--- config.mk ---
export PLATFORM = sky130hd
export DESIGN_NAME = decimal_long_multiplier
export DESIGN_NICKNAME = d
export VERILOG_FILES = /design/src/hw/rtl/dlm_pkg.sv /design/src/hw/rtl/decimal_long_multiplier.sv
export VERILOG_INCLUDE_DIRS = /design/src /design/src/hw/rtl
export SDC_FILE = /design/constraint.sdc
export NUM_CORES = 2
export LEC_CHECK = 0
export ABC_AREA = 1
export BUFFER_PORTS_ARGS = -buffer_cell sky130_fd_sc_hd__clkbuf_2
export CAP_MARGIN = 10
export CORE_ASPECT_RATIO = 1.4
export CORE_UTILIZATION = 64
export DETAILED_ROUTE_END_ITERATION = 7
export PLACE_DENSITY = 0.8
export SYNTH_ARGS = -nofsm -noshare
export SYNTH_HDL_FRONTEND = slang
export SYNTH_SLANG_ARGS = --single-unit
--- constraint.sdc ---
create_clock -name clk -period 12.6 [get_ports clk]
set_clock_uncertainty 0.15 [all_clocks]
set_input_delay 1.26 -clock clk [delete_from_list [all_inputs] [get_ports clk]]
set_output_delay 1.26 -clock clk [all_outputs]
set_load 0.02 [all_outputs]
--- src/hw/rtl/decimal_long_multiplier_defines.svh ---
// ----------------------------------------------------------------------------
// Decimal long multiplier assertion macros
// Shared concurrent assertion forms, clocked on clk and held off during reset.
// ----------------------------------------------------------------------------
`ifndef DECIMAL_LONG_MULTIPLIER_DEFINES_SVH
`define DECIMAL_LONG_MULTIPLIER_DEFINES_SVH

// Condition implies a consequence in the same cycle.
`define DLM_ASSERT_IMPLY(label, pre, post, msg) \
    label: assert property (@(posedge clk) disable iff (!rst_n) (pre) |-> (post)) \
        else $error(msg);

// Condition implies a consequence in the following cycle.
`define DLM_ASSERT_NEXT(label, pre, post, msg) \
    label: assert property (@(posedge clk) disable iff (!rst_n) (pre) |=> (post)) \
        else $error(msg);

`endif

--- src/hw/rtl/dlm_pkg.sv ---
// ----------------------------------------------------------------------------
// Decimal long multiplier package
// Types and constants shared by the decimal long multiplier.
// ----------------------------------------------------------------------------
package dlm_pkg;

    // Default digit capacity of each operand.
    localparam int MAX_DIGITS_DEF = 32;

    // Width of one decimal digit and its largest value.
    localparam int DIGIT_W = 4;
    localparam logic [DIGIT_W-1:0] MAX_DIGIT = 4'd9;

    // Column sum width; holds 32 products of 81 plus an incoming carry.
    localparam int COL_W = 12;

    // Carry register width and the widened value seen during carry propagation.
    localparam int CARRY_W = 10;
    localparam int VAL_W   = COL_W + 1;

    // Divide by ten through a reciprocal: floor(v * 3277 / 2^15) for v below 16384.
    localparam int DIV10_MUL_W = 12;
    localparam logic [DIV10_MUL_W-1:0] DIV10_MUL = 12'd3277;
    localparam int DIV10_SHIFT = 15;
    localparam logic [3:0] RADIX = 4'd10;

    // Operand select codes.
    localparam logic OP_FIRST  = 1'b0;
    localparam logic OP_SECOND = 1'b1;

    // Sequencer states.
    typedef enum logic [2:0] {
        ST_IDLE,
        ST_CLEAR,
        ST_MAC,
        ST_MAC_END,
        ST_CARRY,
        ST_CARRY_END,
        ST_EMIT_RD,
        ST_EMIT_WR
    } dlm_state_t;

    // Kind of column write held in the write-back stage.
    typedef enum logic {
        KIND_MAC,
        KIND_CARRY
    } dlm_kind_t;

endpackage

--- src/hw/rtl/decimal_long_multiplier.sv ---
// ----------------------------------------------------------------------------
// Decimal long multiplier
// Schoolbook multiplication of two decimal numbers held digit by digit.
// ----------------------------------------------------------------------------
// Input channel (digit_valid / digit_stall): one transfer per decimal digit,
// most significant first. operation selects the operand; last_digit on a
// digit of the second operand starts the multiply. Digits past MAX_DIGITS are
// dropped and reported through too_long. Loading takes one digit per cycle
// while idle. Output channel (result_valid / result_stall): one transfer per
// product digit, most significant first, with a zero top digit skipped;
// final_res marks the least significant digit.
// With la and lb digits and T = la + lb, a multiply clears the T columns,
// accumulates the la*lb digit products (one digit product per cycle through
// the column memory), runs a carry pass and emits, skipping the accumulate
// step for an empty first operand. The multiply-accumulate loop over the
// column sum memory sets the run time for long operands; the input is stalled
// meanwhile. When the receiver stalls, the result register holds and the
// emitter waits. Reset empties both operands and the result register; the
// digit memories need no clearing, the column memory is cleared per multiply.
// ----------------------------------------------------------------------------
`include "decimal_long_multiplier_defines.svh"

module decimal_long_multiplier #(
    parameter int MAX_DIGITS = dlm_pkg::MAX_DIGITS_DEF
) (
    input  logic                        clk,
    input  logic                        rst_n,
    input  logic                        digit_valid,
    output logic                        digit_stall,
    input  logic                        operation,
    input  logic [dlm_pkg::DIGIT_W-1:0] digit,
    input  logic                        last_digit,
    output logic                        result_valid,
    input  logic                        result_stall,
    output logic [dlm_pkg::DIGIT_W-1:0] product_digit,
    output logic                        group_mark,
    output logic                        final_res,
    output logic                        too_long
);
    import dlm_pkg::*;

    localparam int AW     = (MAX_DIGITS > 1) ? $clog2(MAX_DIGITS) : 1;
    localparam int LEN_W  = $clog2(MAX_DIGITS + 1);
    localparam int CDEPTH = 2 * MAX_DIGITS;
    localparam int CAW    = $clog2(CDEPTH);
    localparam int TOT_W  = $clog2(CDEPTH + 1);

    // Memories
    logic [DIGIT_W-1:0] first_mem  [MAX_DIGITS];
    logic [DIGIT_W-1:0] second_mem [MAX_DIGITS];
    logic [COL_W-1:0]   col_mem    [CDEPTH];

    // State and counters
    dlm_state_t         state_reg, state_next;
    logic [LEN_W-1:0]   first_len_reg, first_len_next;
    logic [LEN_W-1:0]   second_len_reg, second_len_next;
    logic               overflow_reg, overflow_next;
    logic [LEN_W-1:0]   la_reg, la_next;
    logic [LEN_W-1:0]   lb_reg, lb_next;
    logic               too_long_reg, too_long_next;
    logic [LEN_W-1:0]   i_reg, i_next;
    logic [LEN_W-1:0]   j_reg, j_next;
    logic [TOT_W-1:0]   pos_reg, pos_next;
    logic [1:0]         mod3_reg, mod3_next;
    logic [CARRY_W-1:0] carry_reg, carry_next;

    // Write-back stage and forwarding
    logic               s2_valid_reg, s2_valid_next;
    dlm_kind_t          s2_kind_reg, s2_kind_next;
    logic [CAW-1:0]     s2_addr_reg;
    logic               fwd_reg, fwd_next;
    logic [COL_W-1:0]   fwd_data_reg;

    // Memory read data
    logic [DIGIT_W-1:0] a_rdata_reg;
    logic [DIGIT_W-1:0] b_rdata_reg;
    logic [COL_W-1:0]   col_rdata_reg;

    // Result register
    logic               result_valid_reg, result_valid_next;
    logic [DIGIT_W-1:0] product_digit_reg;
    logic               group_mark_reg;
    logic               final_res_reg;
    logic               too_long_out_reg;

    // Combinational signals
    logic               digit_xfer;
    logic               first_room;
    logic               second_room;
    logic               first_we;
    logic               second_we;
    logic               trigger;
    logic [DIGIT_W-1:0] digit_sat;
    logic [TOT_W-1:0]   total;
    logic [TOT_W-1:0]   last_pos;
    logic [LEN_W-1:0]   la_m1;
    logic [LEN_W-1:0]   lb_m1;
    logic               j_end;
    logic               mac_last;
    logic               pos_end;
    logic [CAW-1:0]     mac_addr;
    logic [AW-1:0]      a_addr;
    logic [AW-1:0]      b_addr;
    logic               ab_re;
    logic               col_re;
    logic [CAW-1:0]     col_raddr;
    logic               col_we;
    logic [CAW-1:0]     col_waddr;
    logic [COL_W-1:0]   col_wdata;
    logic [COL_W-1:0]   col_eff;
    logic [VAL_W-1:0]   mac_sum;
    logic [VAL_W-1:0]   carry_val;
    logic [VAL_W+DIV10_MUL_W-1:0] div_prod;
    logic [CARRY_W-1:0] carry_q;
    logic [VAL_W-1:0]   carry_rem;
    logic               out_free;
    logic               emit_top_zero;
    logic               emit_step;
    logic               emit_load;

    // Input decode
    assign digit_stall = (state_reg != ST_IDLE);
    assign digit_xfer  = digit_valid && !digit_stall;
    assign first_room  = (first_len_reg < LEN_W'(MAX_DIGITS));
    assign second_room = (second_len_reg < LEN_W'(MAX_DIGITS));
    assign first_we    = digit_xfer && (operation == OP_FIRST) && first_room;
    assign second_we   = digit_xfer && (operation == OP_SECOND) && second_room;
    assign trigger     = digit_xfer && (operation == OP_SECOND) && last_digit;
    assign digit_sat   = (digit > MAX_DIGIT) ? MAX_DIGIT : digit;

    // Loop bounds
    assign total    = TOT_W'(la_reg) + TOT_W'(lb_reg);
    assign last_pos = total - TOT_W'(1);
    assign la_m1    = la_reg - LEN_W'(1);
    assign lb_m1    = lb_reg - LEN_W'(1);
    assign j_end    = (j_reg == lb_m1);
    assign mac_last = j_end && (i_reg == la_m1);
    assign pos_end  = (pos_reg == last_pos);

    // Digit product addressing, least significant digits first
    assign mac_addr = CAW'(i_reg) + CAW'(j_reg);
    assign a_addr   = AW'(la_m1 - i_reg);
    assign b_addr   = AW'(lb_m1 - j_reg);

    // Multiply-accumulate write-back with forwarding of the previous write
    assign col_eff = fwd_reg ? fwd_data_reg : col_rdata_reg;
    assign mac_sum = VAL_W'(col_eff) + VAL_W'(a_rdata_reg) * VAL_W'(b_rdata_reg);

    // Carry propagation: split column value into digit and carry
    assign carry_val = VAL_W'(col_rdata_reg) + VAL_W'(carry_reg);
    assign div_prod  = carry_val * DIV10_MUL;
    assign carry_q   = div_prod[DIV10_SHIFT +: CARRY_W];
    assign carry_rem = carry_val - VAL_W'(carry_q) * VAL_W'(RADIX);

    // Emit control
    assign out_free      = !result_valid_reg || !result_stall;
    assign emit_top_zero = (pos_reg == last_pos) && (col_rdata_reg == '0);
    assign emit_step     = (state_reg == ST_EMIT_WR) && (emit_top_zero || out_free);
    assign emit_load     = (state_reg == ST_EMIT_WR) && !emit_top_zero && out_free;

    // Next state
    always_comb
    begin
        state_next = state_reg;
        unique case (state_reg)
            ST_IDLE:
            begin
                if (trigger)
                begin
                    state_next = ST_CLEAR;
                end
            end
            ST_CLEAR:
            begin
                if (pos_end)
                begin
                    state_next = (la_reg == '0) ? ST_CARRY : ST_MAC;
                end
            end
            ST_MAC:
            begin
                if (mac_last)
                begin
                    state_next = ST_MAC_END;
                end
            end
            ST_MAC_END:
            begin
                state_next = ST_CARRY;
            end
            ST_CARRY:
            begin
                if (pos_end)
                begin
                    state_next = ST_CARRY_END;
                end
            end
            ST_CARRY_END:
            begin
                state_next = ST_EMIT_RD;
            end
            ST_EMIT_RD:
            begin
                state_next = ST_EMIT_WR;
            end
            ST_EMIT_WR:
            begin
                if (emit_step)
                begin
                    state_next = (pos_reg == '0) ? ST_IDLE : ST_EMIT_RD;
                end
            end
            default:
            begin
                state_next = ST_IDLE;
            end
        endcase
    end

    // Memory port control per state
    always_comb
    begin
        ab_re         = 1'b0;
        col_re        = 1'b0;
        col_raddr     = mac_addr;
        s2_valid_next = 1'b0;
        s2_kind_next  = KIND_MAC;
        unique case (state_reg)
            ST_MAC:
            begin
                ab_re         = 1'b1;
                col_re        = 1'b1;
                col_raddr     = mac_addr;
                s2_valid_next = 1'b1;
                s2_kind_next  = KIND_MAC;
            end
            ST_CARRY:
            begin
                col_re        = 1'b1;
                col_raddr     = pos_reg[CAW-1:0];
                s2_valid_next = 1'b1;
                s2_kind_next  = KIND_CARRY;
            end
            ST_EMIT_RD:
            begin
                col_re    = 1'b1;
                col_raddr = pos_reg[CAW-1:0];
            end
            default:
            begin
                col_re = 1'b0;
            end
        endcase

        // Column writes: clearing pass or write-back stage
        if (state_reg == ST_CLEAR)
        begin
            col_we    = 1'b1;
            col_waddr = pos_reg[CAW-1:0];
            col_wdata = '0;
        end
        else
        begin
            col_we    = s2_valid_reg;
            col_waddr = s2_addr_reg;
            col_wdata = (s2_kind_reg == KIND_MAC) ? mac_sum[COL_W-1:0]
                                                  : carry_rem[COL_W-1:0];
        end

        // Same column read while it is being written: take the written value
        fwd_next = (state_reg == ST_MAC) && s2_valid_reg && (s2_addr_reg == mac_addr);
    end

    // Counter and operand bookkeeping
    always_comb
    begin
        first_len_next    = first_len_reg;
        second_len_next   = second_len_reg;
        overflow_next     = overflow_reg;
        la_next           = la_reg;
        lb_next           = lb_reg;
        too_long_next     = too_long_reg;
        i_next            = i_reg;
        j_next            = j_reg;
        pos_next          = pos_reg;
        mod3_next         = mod3_reg;
        carry_next        = carry_reg;
        result_valid_next = result_valid_reg && result_stall;

        // Operand loading
        if (first_we)
        begin
            first_len_next = first_len_reg + LEN_W'(1);
        end
        if (second_we)
        begin
            second_len_next = second_len_reg + LEN_W'(1);
        end
        if (digit_xfer && ((operation == OP_FIRST) ? !first_room : !second_room))
        begin
            overflow_next = 1'b1;
        end

        // Multiply start: latch lengths and begin a fresh pair
        if (trigger)
        begin
            la_next         = first_len_reg;
            lb_next         = second_len_next;
            too_long_next   = overflow_next;
            first_len_next  = '0;
            second_len_next = '0;
            overflow_next   = 1'b0;
            i_next          = '0;
            j_next          = '0;
            pos_next        = '0;
            mod3_next       = '0;
            carry_next      = '0;
        end

        // Clearing pass
        if (state_reg == ST_CLEAR)
        begin
            pos_next = pos_end ? '0 : pos_reg + TOT_W'(1);
        end

        // Digit product loop
        if (state_reg == ST_MAC)
        begin
            if (j_end)
            begin
                j_next = '0;
                i_next = i_reg + LEN_W'(1);
            end
            else
            begin
                j_next = j_reg + LEN_W'(1);
            end
        end

        // Carry pass walks up and tracks the position modulo three
        if (state_reg == ST_CARRY && !pos_end)
        begin
            pos_next  = pos_reg + TOT_W'(1);
            mod3_next = (mod3_reg == 2'd2) ? 2'd0 : mod3_reg + 2'd1;
        end
        if (s2_valid_reg && s2_kind_reg == KIND_CARRY)
        begin
            carry_next = carry_q;
        end

        // Emission walks down
        if (emit_step)
        begin
            pos_next  = pos_reg - TOT_W'(1);
            mod3_next = (mod3_reg == 2'd0) ? 2'd2 : mod3_reg - 2'd1;
        end
        if (emit_load)
        begin
            result_valid_next = 1'b1;
        end
    end

    // Control registers
    always_ff @(posedge clk or negedge rst_n)
    begin
        if (!rst_n)
        begin
            state_reg        <= ST_IDLE;
            first_len_reg    <= '0;
            second_len_reg   <= '0;
            overflow_reg     <= 1'b0;
            la_reg           <= '0;
            lb_reg           <= '0;
            too_long_reg     <= 1'b0;
            i_reg            <= '0;
            j_reg            <= '0;
            pos_reg          <= '0;
            mod3_reg         <= '0;
            carry_reg        <= '0;
            s2_valid_reg     <= 1'b0;
            s2_kind_reg      <= KIND_MAC;
            fwd_reg          <= 1'b0;
            result_valid_reg <= 1'b0;
        end
        else
        begin
            state_reg        <= state_next;
            first_len_reg    <= first_len_next;
            second_len_reg   <= second_len_next;
            overflow_reg     <= overflow_next;
            la_reg           <= la_next;
            lb_reg           <= lb_next;
            too_long_reg     <= too_long_next;
            i_reg            <= i_next;
            j_reg            <= j_next;
            pos_reg          <= pos_next;
            mod3_reg         <= mod3_next;
            carry_reg        <= carry_next;
            s2_valid_reg     <= s2_valid_next;
            s2_kind_reg      <= s2_kind_next;
            fwd_reg          <= fwd_next;
            result_valid_reg <= result_valid_next;
        end
    end

    // Write-back stage payload
    always_ff @(posedge clk)
    begin
        s2_addr_reg  <= col_raddr;
        fwd_data_reg <= col_wdata;
    end

    // Result register payload
    always_ff @(posedge clk)
    begin
        if (emit_load)
        begin
            product_digit_reg <= col_rdata_reg[DIGIT_W-1:0];
            group_mark_reg    <= (pos_reg != '0) && (mod3_reg == 2'd0);
            final_res_reg     <= (pos_reg == '0);
            too_long_out_reg  <= too_long_reg;
        end
    end

    // First operand memory
    always_ff @(posedge clk)
    begin
        if (first_we)
        begin
            first_mem[first_len_reg[AW-1:0]] <= digit_sat;
        end
        if (ab_re)
        begin
            a_rdata_reg <= first_mem[a_addr];
        end
    end

    // Second operand memory
    always_ff @(posedge clk)
    begin
        if (second_we)
        begin
            second_mem[second_len_reg[AW-1:0]] <= digit_sat;
        end
        if (ab_re)
        begin
            b_rdata_reg <= second_mem[b_addr];
        end
    end

    // Column sum memory
    always_ff @(posedge clk)
    begin
        if (col_we)
        begin
            col_mem[col_waddr] <= col_wdata;
        end
        if (col_re)
        begin
            col_rdata_reg <= col_mem[col_raddr];
        end
    end

    // Outputs
    assign result_valid  = result_valid_reg;
    assign product_digit = product_digit_reg;
    assign group_mark    = group_mark_reg;
    assign final_res     = final_res_reg;
    assign too_long      = too_long_out_reg;

    // Checks
    `DLM_ASSERT_IMPLY(a_mac_range, state_reg == ST_MAC,
        (i_reg < la_reg) && (j_reg < lb_reg), "digit product index out of range")
    `DLM_ASSERT_IMPLY(a_fwd_mac, fwd_reg,
        s2_valid_reg && (s2_kind_reg == KIND_MAC), "forward outside accumulate")
    `DLM_ASSERT_IMPLY(a_col_fits, s2_valid_reg && (s2_kind_reg == KIND_MAC),
        !mac_sum[COL_W], "column sum overflow")
    `DLM_ASSERT_IMPLY(a_carry_digit, s2_valid_reg && (s2_kind_reg == KIND_CARRY),
        carry_rem < VAL_W'(RADIX), "carry remainder not a digit")
    `DLM_ASSERT_NEXT(a_mac_drained, state_reg == ST_MAC_END,
        !s2_valid_reg, "write-back busy at carry start")

endmodule
---- Word level (Yosys, flattened, before mapping) ----
Memories as Yosys holds them, arrays and structs flattened. A register that Yosys moved wholly into a read port is not among the register bits.
Index checks and enable logic that the tools add are counted.
cells by class
  add/subtract/negate cells ............... 18
  equal/unequal tests ..................... 17
  multiplexer cells ....................... 51
  reduce and logical (&&, ||, !) cells .... 43
  bitwise operators ....................... 1
  multiply operators ...................... 3
  order comparisons ....................... 3
operator list
  operator                  number
  $mux W6                   12
  $mux W12                  3
  $mux W7                   5
  $mul A13 B12 Y25 const B  1
  $add A6 B1 Y6 const B     4
  $pmux W3 S8               1
  $mux W3                   7
  $mux W10                  2
  $eq A6 B6 Y1              3
  $logic_and A1 B1 Y1       18
  $mux W1                   15
  $sub A7 B1 Y7 const B     2
  $add A12 B10 Y13          1
  $add A12 B8 Y12           1
  $eq A3 B3 Y1 const B      4
  $logic_not A12 Y1         1
  $lt A6 B6 Y1 const B      2
  $sub A12 B12 Y12          1
  $sub A6 B1 Y6 const B     2
  $mul A10 B3 Y11 const B   1
  $mux W2                   5
  $ne A2 B2 Y1 const B      5
  $sub A5 B5 Y5             2
  $mul A4 B4 Y8             1
  other kinds (25)          37
storage, ports and cells
  flip-flop bits (word level) ............. 89
  bits in writable memories ............... 1,024
  memories kept ........................... 3
  logic and storage cells ................. 161
  output and inout bits ................... 9
  bits of input ports ..................... 10
memory list
  memory      words  bits a word  read ports  clocked after Yosys merged registers in  write ports  line                           source
  col_mem     64     12           1           1                                        1            decimal_long_multiplier.sv:51  logic [COL_W-1:0] col_mem [CDEPTH];
  first_mem   32     4            1           1                                        1            decimal_long_multiplier.sv:49  logic [DIGIT_W-1:0] first_mem [MAX_DIGITS];
  second_mem  32     4            1           1                                        1            decimal_long_multiplier.sv:50  logic [DIGIT_W-1:0] second_mem [MAX_DIGITS];

---- Longest topological paths before layout ----
  word-level depth ........................ 9
  depth in mapped cells ................... 48
  depth with buffers taken out ............ 48

---- Least setup slack after synthesis ----
OpenSTA, ideal clock, no wires.
  path kind ............................... register to register
  from .................................... register col_rdata_reg[0] (read register of col_mem)
  to ...................................... memory col_mem[0][7], data pin
  arrival ................................. 9.953 ns
  clock period less this slack ............ 10.831 ns
  setup time .............................. 0.729 ns
  data required time ...................... 11.721 ns
  buffers on the path ..................... 0
  stages on the path, launching flop included .. 40
  path slack .............................. 1.769 ns
  cells stage by stage .................... edfxtp_1 > ha_1 > fa_1 > nand3_1 > nand2_1 > nand2_1 > nand2_1 > a21oi_1 > o21ai_0 > xor2_1 > ha_1 > inv_1 > fa_1 > inv_1 > fa_1 > fa_1 > inv_1 > fa_1 > [... 4 more ...] > a21oi_1 > nand2_1 > a31oi_1 > o21bai_1 > xnor2_1 > inv_1 > ha_1 > ha_1 > fa_1 > inv_1 > ha_1 > inv_1 > nor2_1 > o21ai_0 > nand2_1 > nand3_1 > a21oi_1 > a211oi_1
on the way
  word-level cells in the longest chain between the ends .. 6
  elaborated cells on any way between the ends .. 8
  classes of those cells .................. add/sub (3); mul (2); mux (3)
RTL lines
  element                 line                            source
  start, declared         decimal_long_multiplier.sv:77   logic [COL_W-1:0] col_rdata_reg;
  $add A12 B10 Y13        decimal_long_multiplier.sv:150  assign carry_val = VAL_W'(col_rdata_reg) + VAL_W'(carry_reg);
  $mul A13 B12 Y25        decimal_long_multiplier.sv:151  assign div_prod = carry_val * DIV10_MUL;
  $mul A10 B3 Y11         decimal_long_multiplier.sv:153  assign carry_rem = carry_val - VAL_W'(carry_q) * VAL_W'(RADIX);
  $sub A12 B12 Y12        decimal_long_multiplier.sv:153
  $mux W12 (*)            decimal_long_multiplier.sv:266  col_wdata = (s2_kind_reg == KIND_MAC) ? mac_sum[COL_W-1:0]
  $mux W12 (*)            decimal_long_multiplier.sv:256  if (state_reg == ST_CLEAR)
  named net col_wdata[7]  decimal_long_multiplier.sv:109  logic [COL_W-1:0] col_wdata;
  end, declared           decimal_long_multiplier.sv:51
Mark *: on every way through the listed nets, which the timed path passes. The rest lies on a longest branch.

---- Final worst setup path ----
  from .................................... register col_rdata_reg[0] (read register of col_mem)
  to ...................................... memory col_mem[47][10], data pin
Same word-level chain as after synthesis.

==> impl_metrics.tcl <==
set metrics [dict create \
    status "finished, final reports clean" \
    grt_pass1_wl_mm 196 \
    regToRegEndpoint "col_mem[47][10]" \
    crit_type "reg2reg" \
    io_pins 19 \
    ys_top_cells_by_area "edfxtp_1 (61%), nor2_1 (5.8%), o21ai_0 (4.8%)" \
    synth_warnings 0 \
    syn_to_final_growth_pct 9.00 \
    timing.rr.start "col_rdata_reg[0]" \
    cp-start-kind "flop" \
    synth_top_area_frac 0.609 \
    cts_tree "done" \
    cts_buffers 97 \
    slew_headroom 0.138 \
    synth_top_area_cell "edfxtp_1" \
    clk_pin_slew_ns 0.06 \
    nNetsFinal 4629 \
    first_global_vias 34800 \
    overflow 0 \
    finalMaxSlewViolations 0 \
    worstMarginPinSlew_ns 1.29 \
    portBuffers 18 \
    final.period_utilization 0.769 \
    remaining_drc_errors 0 \
    crit_path_end "col_mem[47][10]" \
    slowest_stage "fa_1" \
    regToRegSetupSlack_ns 2.91 \
    cts-htree-levels 3 \
    top_register "col_mem" \
    cts_hold_buffers 0 \
    avgSynthCellArea_um2 11.8 \
    hold_path.class "reg2reg" \
    dieArea_um2 82200 \
    synth_cell_types 53 \
    fmaxAchievable_ghz 0.103 \
    gp_congestion 0.915 \
    grt_setup_unrepaired "no" \
    async_flop_share 0.0565 \
    worstSetupPathDepth 48 \
    synth-seq-cells 1133 \
    crit_buf_inv 9 \
    setup_viol 0 \
    post-cts-setup-buffer-count 0 \
    postRouteAntennaNets 0 \
    maxCapViolCount 0 \
    die_x_um 243 \
    drtIter0Drc 4344 \
    startpoint "col_rdata_reg[0]" \
    syn_area_um2 51900 \
    crit_top_cell "nand2_1" \
    clockBufferDepth 3 \
    yosysSeqAreaShare 0.646 \
    synth_edf_count 1051 \
    clock-sinks 1133 \
    critPathMaxStageDelay_ns 0.54 \
    cp_top_family "adder cells" \
    end_kind "flop" \
    hold_violations 0 \
    synth_ff_type "edfxtp_1" \
    grtUsageTotal 0.311 \
    fin_tns_setup_ns 0 \
    final_common_cell "edfxtp_1" \
    rows 123 \
    crit_fanout 65 \
    worstPathArrival_ns 9.93 \
    critPathRequiredTime_ns 12.84 \
    cts_resized 0 \
    largest_reg_flops 768 \
    drive_above_1_share 0.0770 \
    hold_slack_ns 0.306 \
    core_area_um2 80300 \
    drt_pass1_iterations 6 \
    antenna_found_initial 1 \
    synthesis.nets 4636 \
    clk_latency_ns 0.68 \
    routed_wl_mm 128 \
    syn_inst 4391 \
    wl_per_cell_um 23.2 \
    hpwl_mm 78.3 \
    die_y_um 339 \
    vias_per_cell 6.40 \
    period_minus_slack_ns 9.69 \
    grt_max_degree 220 \
    num_vias 35400 \
    root_buffer "clkbuf_16" \
    r2r_cells 48 \
    layout_common_cells "edfxtp_1 (1051), nor2_1 (795), o21ai_0 (493)" \
    fill_cells 5279 \
    start_util 0.646 \
]
layout make-up:
type                    instances  area, um2  area share
diodes                          1       2.50   0.0000443
clock inverters                49        552     0.00976
clock buffers                 132       2710      0.0480
multi-input cells            2698      16300       0.288
repair buffers                121        876      0.0155
flip-flops and latches       1133      33500       0.593
inverters                     333       1270      0.0224
well taps                    1062       1330      0.0235
worst min path at each step:
| stage | end | start | depth (start not counted) |
|---|---|---|---|
| final | too_long | too_long_reg | 0 |
| after detailed placement | too_long | too_long_reg | 0 |
| after floorplan | fwd_reg | s2_addr_reg[5] | 1 |
| after global routing | too_long | too_long_reg | 0 |
| after global placement | too_long | too_long_reg | 0 |
| after CTS | too_long | too_long_reg | 0 |
routing by layer:
metal | up-vias | wire (um) | track usage | share of wire
li1 | 15800 | - | - | -
met3 | 442 | 10400 | 0.0383 | 0.081
met1 | 17100 | 45100 | 0.376 | 0.35
met2 | 1960 | 65100 | 0.541 | 0.51
met5 | - | 0 | 0 | 0
met4 | 0 | 7460 | 0.175 | 0.058
cell usage after synthesis (5+ instances only):
library cell,n
o211ai_1,43
o21bai_1,13
nor2_1,799
buf_6,13
inv_1,326
clkbuf_1,137
xor2_1,59
o32ai_1,64
mux2_2,18
buf_1,13
or2_2,6
o22ai_1,27
nand2_1,294
o21ai_1,27
a211oi_1,5
o21ai_0,495
a21oi_1,71
nand4_1,21
fa_1,57
buf_4,5
nand3_1,251
edfxtp_1,1051
nor4_1,11
dfrtp_1,64
nor3_1,20
xnor2_1,21
buf_2,58
mux2i_1,6
o221ai_1,163
o31ai_1,11
o211ai_2,6
ha_1,178
dfxtp_1,18
a31oi_1,5
cells by family (layout without fill, tap and decap cells):
family                   count (synthesis)  count (layout)  share of synthesized area
XOR/XNOR                                81              81                     0.0139
adder cells (fa/ha/maj)                235             235                     0.0650
buffers and inverters                  560             635                     0.0444
other                                    0               1                          0
multiplexers                            24              24                    0.00507
flip-flops                            1133            1133                      0.646
AND/OR/NAND/NOR                       1417            1417                      0.112
AO/OA/AOI/OAI                          941             941                      0.113
per-stage QoR:
stage	std cells	cell area, um2	setup slack, ns	utilization
after global placement	5346	53200	3.27	0.663
after floorplan	4391	51900	1.77	-
after CTS	5527	56500	3.00	0.703
final	5529	56500	2.91	0.704
after detailed placement	5346	53200	3.08	0.663
after global routing	5528	56500	2.24	0.704
Power is not shown: default switching activity piles up to over one toggle a cycle in this logic, so the estimate is an artifact.
